**src/rtl/core/fbpa_pkg.sv**
```systemverilog
// Shared types and constants for the pool allocator.
// No dependencies.
package fbpa_pkg;

  localparam int HOLE_ENTRIES  = 32;
  localparam int BLOCK_ENTRIES = 32;
  localparam int ADDR_WIDTH    = 16;
  localparam int HIDX_W        = $clog2(HOLE_ENTRIES);
  localparam int HCNT_W        = HIDX_W + 1;
  localparam int BIDX_W        = $clog2(BLOCK_ENTRIES);

  localparam logic [ADDR_WIDTH-1:0] POOL_RESET = ADDR_WIDTH'(10000);

  localparam logic FUNC_ALLOC   = 1'b0;
  localparam logic FUNC_RELEASE = 1'b1;

  localparam logic REG_STRATEGY  = 1'b0;
  localparam logic REG_POOL_SIZE = 1'b1;

  localparam logic STRAT_FIRST = 1'b0;
  localparam logic STRAT_BEST  = 1'b1;

  localparam logic [2:0] ST_OK      = 3'd0;
  localparam logic [2:0] ST_NO_FIT  = 3'd1;
  localparam logic [2:0] ST_UNKNOWN = 3'd2;
  localparam logic [2:0] ST_FULL    = 3'd3;
  localparam logic [2:0] ST_ZERO    = 3'd4;

  typedef struct packed {
    logic [ADDR_WIDTH-1:0] start;
    logic [ADDR_WIDTH-1:0] len;
  } hole_t;

  typedef struct packed {
    logic load;
    logic shift;
  } cell_ctl_t;

endpackage

```
**src/rtl/core/fbpa_hole_cell.sv**
```systemverilog
// One entry of the hole list chain: loads a new hole or takes its upper neighbor.
// Depends on fbpa_pkg.
module fbpa_hole_cell (
  input  logic               clk,
  input  fbpa_pkg::cell_ctl_t ctl,
  input  fbpa_pkg::hole_t    wr,
  input  fbpa_pkg::hole_t    up,
  output fbpa_pkg::hole_t    q
);

  fbpa_pkg::hole_t h;

  always_ff @(posedge clk) begin
    if (ctl.shift) begin
      h <= up;
    end else if (ctl.load) begin
      h <= wr;
    end
  end

  assign q = h;

endmodule

```
**src/rtl/core/first_best_fit_pool_allocator_unit.sv**
```systemverilog
// Top level of the pool allocator: sequencer, block table and hole cell chain.
// Depends on fbpa_pkg and fbpa_hole_cell.
//
// Usage: drive func, prog_id and req_size with start high while busy is low;
// the item is taken at that edge. One result per item appears on status,
// start_addr, freed_bytes and used_bytes for one cycle with done high; the
// receiver cannot stall, so the result must be taken then. busy is low again
// in the done cycle and a new item may start there.
// Steps: zero-size and table-full allocates answer straight from idle. Other
// allocates walk the hole chain one entry a cycle, then decide; first fit stops
// at the first hole that fits. A release walks the block table once (an unknown
// id answers at the end of that walk), then rebuilds the hole list with one
// block-table pass per remaining live block plus one, since the block table has
// a single read port.
// Configuration: wr_en/wr_index/wr_data, to be written only while idle (the
// block does not enforce this). Index 0 is strategy, index 1 is pool_size, which
// reinitializes the pool to one hole (none for size 0). Reset (rst, synchronous):
// first fit, pool of 10000 bytes as one hole, no blocks, used total 0.
module first_best_fit_pool_allocator_unit (
  input  logic        clk,
  input  logic        rst,
  input  logic        start,
  output logic        busy,
  input  logic        func,
  input  logic [15:0] prog_id,
  input  logic [15:0] req_size,
  input  logic        wr_en,
  input  logic [0:0]  wr_index,
  input  logic [15:0] wr_data,
  output logic        done,
  output logic [2:0]  status,
  output logic [15:0] start_addr,
  output logic [15:0] freed_bytes,
  output logic [15:0] used_bytes
);

  localparam int AW = fbpa_pkg::ADDR_WIDTH;
  localparam int HN = fbpa_pkg::HOLE_ENTRIES;
  localparam int BN = fbpa_pkg::BLOCK_ENTRIES;
  localparam int HW = fbpa_pkg::HIDX_W;
  localparam int CW = fbpa_pkg::HCNT_W;
  localparam int BW = fbpa_pkg::BIDX_W;

  localparam logic [2:0] S_IDLE    = 3'd0;
  localparam logic [2:0] S_SRCH    = 3'd1;
  localparam logic [2:0] S_DECIDE  = 3'd2;
  localparam logic [2:0] S_REL     = 3'd3;
  localparam logic [2:0] S_RB_SCAN = 3'd4;
  localparam logic [2:0] S_RB_STEP = 3'd5;

  logic [2:0]    state;
  logic          strategy;
  logic [AW-1:0] pool_size;
  logic [CW-1:0] hole_count;
  logic [AW-1:0] used_total;
  logic [BN-1:0] bvalid;
  logic [15:0]   bowner [BN];
  logic [AW-1:0] bstart [BN];
  logic [AW-1:0] blen   [BN];

  logic [15:0]   op_id;
  logic [AW-1:0] op_size;
  logic [BW-1:0] slot;
  logic [CW-1:0] hi;
  logic [BW-1:0] bi;
  logic          found;
  logic [HW-1:0] pick;
  logic [AW-1:0] pick_start;
  logic [AW-1:0] pick_len;
  logic [AW-1:0] freed;
  logic          any_hit;
  logic [AW-1:0] cursor;
  logic          rb_found;
  logic [AW-1:0] rb_start;
  logic [AW-1:0] rb_len;

  fbpa_pkg::hole_t     holes [HN];
  fbpa_pkg::cell_ctl_t ctl   [HN];
  fbpa_pkg::hole_t     hole_wr;
  logic                ld_en;
  logic [HW-1:0]       ld_idx;
  logic                sh_en;

  fbpa_pkg::hole_t hole_rd;
  logic            scan_end;
  logic            fit;
  logic [AW-1:0]   new_len;
  logic            free_any;
  logic [BW-1:0]   free_slot;
  logic            rel_match;
  logic            rb_cand;
  logic [AW-1:0]   rb_end;
  logic            rb_write;
  logic            pool_wr;

  assign pool_wr = wr_en && (wr_index == fbpa_pkg::REG_POOL_SIZE);

  assign hole_rd  = holes[hi[HW-1:0]];
  assign scan_end = (hi == hole_count) || (hi == CW'(HN));
  assign fit      = (hole_rd.len >= op_size) &&
                    (!found || (strategy == fbpa_pkg::STRAT_BEST && hole_rd.len < pick_len));
  assign new_len  = pick_len - op_size;

  always_comb begin
    free_any  = 1'b0;
    free_slot = '0;
    for (int k = BN - 1; k >= 0; k--) begin
      if (!bvalid[k]) begin
        free_any  = 1'b1;
        free_slot = BW'(k);
      end
    end
  end

  assign rel_match = bvalid[bi] && (bowner[bi] == op_id);
  assign rb_cand   = bvalid[bi] && (bstart[bi] >= cursor) &&
                     (!rb_found || bstart[bi] < rb_start);
  assign rb_end    = rb_found ? rb_start : pool_size;
  assign rb_write  = (rb_end > cursor) && (hole_count < CW'(HN));

  always_comb begin
    ld_en   = 1'b0;
    ld_idx  = '0;
    sh_en   = 1'b0;
    hole_wr = '0;
    if (rst) begin
      ld_en         = 1'b1;
      hole_wr.len   = fbpa_pkg::POOL_RESET;
    end else if (pool_wr) begin
      ld_en         = 1'b1;
      hole_wr.len   = wr_data;
    end else if (state == S_DECIDE && found) begin
      if (new_len == '0) begin
        sh_en = 1'b1;
      end else begin
        ld_en         = 1'b1;
        ld_idx        = pick;
        hole_wr.start = pick_start + op_size;
        hole_wr.len   = new_len;
      end
    end else if (state == S_RB_STEP && rb_write) begin
      ld_en         = 1'b1;
      ld_idx        = hole_count[HW-1:0];
      hole_wr.start = cursor;
      hole_wr.len   = rb_end - cursor;
    end
  end

  for (genvar g = 0; g < HN; g++) begin : g_cell
    assign ctl[g].load  = ld_en && (ld_idx == HW'(g));
    assign ctl[g].shift = sh_en && (HW'(g) >= pick);
    fbpa_hole_cell u_cell (
      .clk (clk),
      .ctl (ctl[g]),
      .wr  (hole_wr),
      .up  ((g == HN - 1) ? fbpa_pkg::hole_t'('0) : holes[(g + 1) % HN]),
      .q   (holes[g])
    );
  end

  always_ff @(posedge clk) begin
    if (state == S_DECIDE && found) begin
      bowner[slot] <= op_id;
      bstart[slot] <= pick_start;
      blen[slot]   <= op_size;
    end
  end

  always_ff @(posedge clk) begin
    if (rst) begin
      state      <= S_IDLE;
      strategy   <= fbpa_pkg::STRAT_FIRST;
      pool_size  <= fbpa_pkg::POOL_RESET;
      hole_count <= CW'(1);
      used_total <= '0;
      bvalid     <= '0;
      done       <= 1'b0;
    end else begin
      done <= 1'b0;
      if (wr_en) begin
        if (wr_index == fbpa_pkg::REG_STRATEGY) begin
          strategy <= wr_data[0];
        end else begin
          pool_size  <= wr_data;
          hole_count <= (wr_data != '0) ? CW'(1) : '0;
          used_total <= '0;
          bvalid     <= '0;
        end
      end
      case (state)
        S_IDLE: begin
          if (start) begin
            op_id      <= prog_id;
            op_size    <= req_size;
            slot       <= free_slot;
            hi         <= '0;
            bi         <= '0;
            found      <= 1'b0;
            pick       <= '0;
            pick_start <= '0;
            pick_len   <= '0;
            freed      <= '0;
            any_hit    <= 1'b0;
            if (func == fbpa_pkg::FUNC_RELEASE) begin
              state <= S_REL;
            end else if (req_size == '0) begin
              done       <= 1'b1;
              status     <= fbpa_pkg::ST_ZERO;
              start_addr <= '0;
              freed_bytes <= '0;
              used_bytes <= used_total;
            end else if (!free_any) begin
              done       <= 1'b1;
              status     <= fbpa_pkg::ST_FULL;
              start_addr <= '0;
              freed_bytes <= '0;
              used_bytes <= used_total;
            end else begin
              state <= S_SRCH;
            end
          end
        end
        S_SRCH: begin
          if (scan_end) begin
            state <= S_DECIDE;
          end else begin
            if (fit) begin
              found      <= 1'b1;
              pick       <= hi[HW-1:0];
              pick_start <= hole_rd.start;
              pick_len   <= hole_rd.len;
              if (strategy == fbpa_pkg::STRAT_FIRST) begin
                state <= S_DECIDE;
              end
            end
            hi <= hi + CW'(1);
          end
        end
        S_DECIDE: begin
          state       <= S_IDLE;
          done        <= 1'b1;
          freed_bytes <= '0;
          if (!found) begin
            status     <= fbpa_pkg::ST_NO_FIT;
            start_addr <= '0;
            used_bytes <= used_total;
          end else begin
            status       <= fbpa_pkg::ST_OK;
            start_addr   <= pick_start;
            used_bytes   <= used_total + op_size;
            used_total   <= used_total + op_size;
            bvalid[slot] <= 1'b1;
            if (new_len == '0) begin
              hole_count <= hole_count - CW'(1);
            end
          end
        end
        S_REL: begin
          if (rel_match) begin
            any_hit    <= 1'b1;
            freed      <= freed + blen[bi];
            bvalid[bi] <= 1'b0;
          end
          bi <= bi + BW'(1);
          if (bi == BW'(BN - 1)) begin
            if (!(any_hit || rel_match)) begin
              state       <= S_IDLE;
              done        <= 1'b1;
              status      <= fbpa_pkg::ST_UNKNOWN;
              start_addr  <= '0;
              freed_bytes <= '0;
              used_bytes  <= used_total;
            end else begin
              state      <= S_RB_SCAN;
              hole_count <= '0;
              cursor     <= '0;
              rb_found   <= 1'b0;
              rb_start   <= '0;
              rb_len     <= '0;
            end
          end
        end
        S_RB_SCAN: begin
          if (rb_cand) begin
            rb_found <= 1'b1;
            rb_start <= bstart[bi];
            rb_len   <= blen[bi];
          end
          bi <= bi + BW'(1);
          if (bi == BW'(BN - 1)) begin
            state <= S_RB_STEP;
          end
        end
        S_RB_STEP: begin
          if (rb_write) begin
            hole_count <= hole_count + CW'(1);
          end
          if (!rb_found) begin
            state       <= S_IDLE;
            done        <= 1'b1;
            status      <= fbpa_pkg::ST_OK;
            start_addr  <= '0;
            freed_bytes <= freed;
            used_total  <= (used_total >= freed) ? used_total - freed : '0;
            used_bytes  <= (used_total >= freed) ? used_total - freed : '0;
          end else begin
            state    <= S_RB_SCAN;
            cursor   <= rb_start + rb_len;
            rb_found <= 1'b0;
          end
        end
        default: begin
          state <= S_IDLE;
        end
      endcase
    end
  end

  assign busy = (state != S_IDLE);

  a_done_idle: assert property (@(posedge clk) disable iff (rst) done |-> !busy)
    else $error("result shown while busy");
  a_rel_busy: assert property (@(posedge clk) disable iff (rst)
    (start && !busy && func == fbpa_pkg::FUNC_RELEASE) |=> busy)
    else $error("release item did not start a table walk");
  a_count_range: assert property (@(posedge clk) disable iff (rst)
    hole_count <= CW'(HN))
    else $error("hole count beyond list depth");
  a_status_range: assert property (@(posedge clk) disable iff (rst)
    done |-> (status <= fbpa_pkg::ST_ZERO))
    else $error("undefined status code");

endmodule

```
**config.mk**
```make
export PLATFORM = sky130hd
export DESIGN_NAME = first_best_fit_pool_allocator_unit
export DESIGN_NICKNAME = d
export VERILOG_FILES = /design/src/rtl/core/fbpa_pkg.sv /design/src/rtl/core/fbpa_hole_cell.sv /design/src/rtl/core/first_best_fit_pool_allocator_unit.sv
export SDC_FILE = /design/constraint.sdc
export NUM_CORES = 2
export LEC_CHECK = 0
export ABC_AREA = 1
export BUFFER_PORTS_ARGS = -buffer_cell sky130_fd_sc_hd__buf_2
export CAP_MARGIN = 20
export CELL_PAD_IN_SITES_DETAIL_PLACEMENT = 0
export CELL_PAD_IN_SITES_GLOBAL_PLACEMENT = 1
export CORE_UTILIZATION = 51
export DETAILED_ROUTE_END_ITERATION = 7
export PLACE_DENSITY_LB_ADDON = 0.1
export SLEW_MARGIN = 25
export SYNTH_ARGS = -nofsm -noshare
export SYNTH_HDL_FRONTEND = slang
export SYNTH_HIERARCHICAL = 1
export SYNTH_SLANG_ARGS = --single-unit
```
**constraint.sdc**
```tcl
create_clock -name clk -period 9.75 [get_ports clk]
set_input_delay 0 -clock clk [delete_from_list [all_inputs] [get_ports clk]]
set_output_delay 0 -clock clk [all_outputs]
set_load 0.02 [all_outputs]
```
==> results.ini <==
[critical_path]
crit_path_end_kind = register
cp-start-kind = register
critPathKind = reg -> reg
crit_required_ns = 10.27
rr_worst_depth = 25
crit_arrival_ns = 7.53
crit_fanout = 35

[global_route]
grt_pass1_vias = 98170
grt_util_all_layers_pct = 36.47
grt_overflow = 0
grt_pass1_wl_um = 697900
grt_max_degree = 161
antenna_found_initial = 21

[route]
highest_layer = met5
wl_per_cell_um = 29.35
num_vias = 104000
wl_met2_um = 222400
drc_errors = 0
drt-met1-wl_um = 186300
via_per_inst = 6.259
drt_wl_total_um = 487600
first_pass_iters = 8
wl_met3_um = 44820
drt_iter0_drc = 14290
drtAntennaViolNets = 0

[pwr]
ir_drop_mv = 0.2406
intPower_mw = 24.73
fin_total_pwr_mw = 39.59
power.switching_mw = 14.86
p_seq_share_pct = 36.4
p_per_area_nw_per_um2 = 267.5
power.leakage_nw = 55.36
power.share.clock_pct = 30.9
combPwrFrac_pct = 32.7
swShare_pct = 37.54

[place]
port_buffers = 106
post-place-ws_ns = 3.069
gp_congestion = 0.9567
place_inst = 15950
place_hpwl_um = 287100

[logic_synthesis]
ys_seq_area_share_pct = 63.67
synthArstFlopShare_pct = 0
synth-edff-count = 2763
syn_area_sq_um = 132800
synth_cell_types = 70
yosys_warnings = 6
avgSynthCellArea_sq_um = 10.25
synth_flop_cell = edfxtp_1
syn_inst = 12960
ys_ff_latch = 2843

[floorplanning]
fp-row-count = 186
initial_core_util_pct = 51.51
io_pins = 107
dieArea_sq_um = 262500
die_w_um = 512.3
core_sq_um = 257900
dieHeight_um = 512.3

[finish]
stdcell_count = 16620
areaGrowthSynthToFinish_pct = 11.42
nets = 13230
final_common_cell = nand2_1
final_cell_mix = nand2_1 (3794), edfxtp_1 (2763), nor2_1 (1584), o21ai_0 (1501), o22ai_1 (368)
drive_above_1_share_pct = 8.229

[clock_tree]
cts_tree = done
post-cts-setup-buffers = 0
clock-sinks = 2843
clock_path_buffers = 4
htreeDepth = 5
clock-root-buffer = clkbuf_16
cts-resized-gates = 0
cts_made_buffers = 324
cts.clk_slew.worst_paths_ns = 0.07
clk_latency_ns = 1.00

[sta]
clock.fmax_ghz = 0.1427
relSlewSlack_pct = 23.06
period_share_pct = 71.87
tns_ns = 0
period_minus_slack_ns = 7.008
setup_ws_ns = 2.742
fin_skew_ns = 0.1083
setup_viol = 0
rsz0062_at_grt = false
whs_ns = 0.03414
tightest_slew_ns = 1.149
maxSlewViolCount = 0
hold_viol = 0

[hold_path]
hp-class = in -> reg
hold_depth = 2

[flow_run]
max_cap_violations = 0

[outcome]
status = finished, final reports clean

-- kinds of logic after synthesis --
kind of cell,after synthesis,synth area share (%)
xor gates and xnor gates,63,0.4154
other,1,0.002823
adders and majority gates,185,1.782
buffers and inverters,1220,4.672
AOI/OAI and AO/OA,2723,12.09
and+or+nand+nor,5922,17.36
DFF,2843,63.67
muxes,1,0.007537
-- registers in the layout, indices dropped and copies added, names as in the netlist, 16 cells and up, named ones only --
signal,flops
blen,512
bowner,512
bstart,512
bvalid,32
cursor,16
freed,16
freed_bytes,16
g_cell.u_cell/q,1024
op_id,16
op_size,16
pick_len,16
pick_start,16
pool_size,16
rb_len,16
rb_start,16
start_addr,16
used_bytes,16
used_total,16
-- worst max-delay path, cell delays in order (launching register included) --
cell      delay (ns)
edfxtp_1        0.32
buf_4           0.41
inv_1           0.21
ha_1            0.40
inv_2           0.10
o21ai_0         0.08
a31oi_1         0.17
nand2_1         0.14
a21oi_2         0.23
o21ai_2         0.10
xnor2_1         0.28
nand2_1         0.10
nor3_1          0.25
nand2_1         0.12
nor2_2          0.31
nand2_1         0.19
buf_4           0.28
nor2_2          0.11
buf_4           0.34
inv_1           0.45
nand2_1         0.16
buf_4           0.47
a31o_2          0.18
buf_4           0.43
or2_2           0.20
buf_4           0.46
-- worst paths after layout --
path	slack, ns	startpoint	endpoint
setup / recovery	2.74	op_size[4]	g_cell[20].u_cell/q[21]
hold / removal	0.03	req_size[13]	op_size[13]
setup reg to reg	2.74	op_size[4]	g_cell[20].u_cell/q[21]
hold reg to reg	0.49	g_cell[19].u_cell/q[2]	g_cell[18].u_cell/q[2]
-- cell type report --
type,instances,area [sq um]
Antenna cell,11,27.53
Clock inverter,178,2038
Multi-Input combinational cell,8926,43050
Timing Repair Buffer,498,4071
Sequential cell,2843,84590
Inverter,397,1614
Clock buffer,380,8361
Tap cell,3384,4234
Fill cell,21840,109900
-- metrics by stage --
| step | util [%] | instance area, sq um |
|---|---|---|
| 6_report | 57.39 | 148000 |
| 5_1_grt | 57.39 | 148000 |
| 4_1_cts | 57.37 | 147900 |
| 3_5_place_dp | 52.96 | 136600 |
| 3_3_place_gp | 52.84 | 136300 |
| 2_1_floorplan | - | 132900 |
-- layer usage --
layer  up-vias  global-route usage (%)
met5         -                       0
met4        14                   22.01
met2      6131                   57.35
li1      45580                       -
met3      1192                   5.596
met1     51090                   47.87
-- power by group through the flow --
stage / logic, mW / clock network, mW / registers [mW]
finish: 13.0 / 12.2 / 14.4
CTS: 12.7 / 12.3 / 14.4
detailed placement: 12.6 / 0 / 14.7
floorplan: 7.60 / 0 / 14.6
global placement: 12.5 / 0 / 14.7
global route: 13.9 / 12.8 / 14.4
-- what timing repair did --
item,4_1_cts,5_1_grt
endpoints found under the hold margin,64,0
hold buffers,98,0
setup endpoints to repair,0,0
-- synthesized netlist by cell type (4+ instances only) --
cell type     n  area share (%)
a31oi_1      15           0.071
buf_6       139             1.2
o22ai_1     370             1.7
a211oi_1     42            0.24
a32o_1        4           0.030
a2111oi_0     4           0.026
clkinv_1      8           0.023
or4_1         4           0.023
inv_2        11           0.031
and2_1       13           0.061
a21o_1        5           0.028
buf_2        88            0.33
nor2_1     1630             4.6
nand4_1      31            0.15
a21oi_1     252            0.95
clkbuf_1    451             1.3
o31ai_1      11           0.062
nand2_1    3794              11
nor2_2        7           0.033
nor4_1       12           0.057
o21ai_1      26           0.098
edfxtp_1   2763              62
nor3_1       44            0.17
ha_1        178             1.7
fa_1          7            0.11
o21ai_2       4           0.026
inv_1       345            0.98
dfxtp_1      80             1.2
buf_4       103            0.58
o211ai_1     30            0.17
inv_4        33            0.16
a22o_1       40            0.26
xor2_1       41            0.27
o21ai_0    1508             5.7
nand3_1     321             1.2
or2_2        53            0.25
nand3b_1      4           0.023
o221ai_1    307             2.0
o21a_1       22            0.12
o21bai_1     12           0.068
a221oi_1     41            0.27
buf_1        40            0.11
xnor2_1      22            0.15
(Power assumes the default switching activity.)
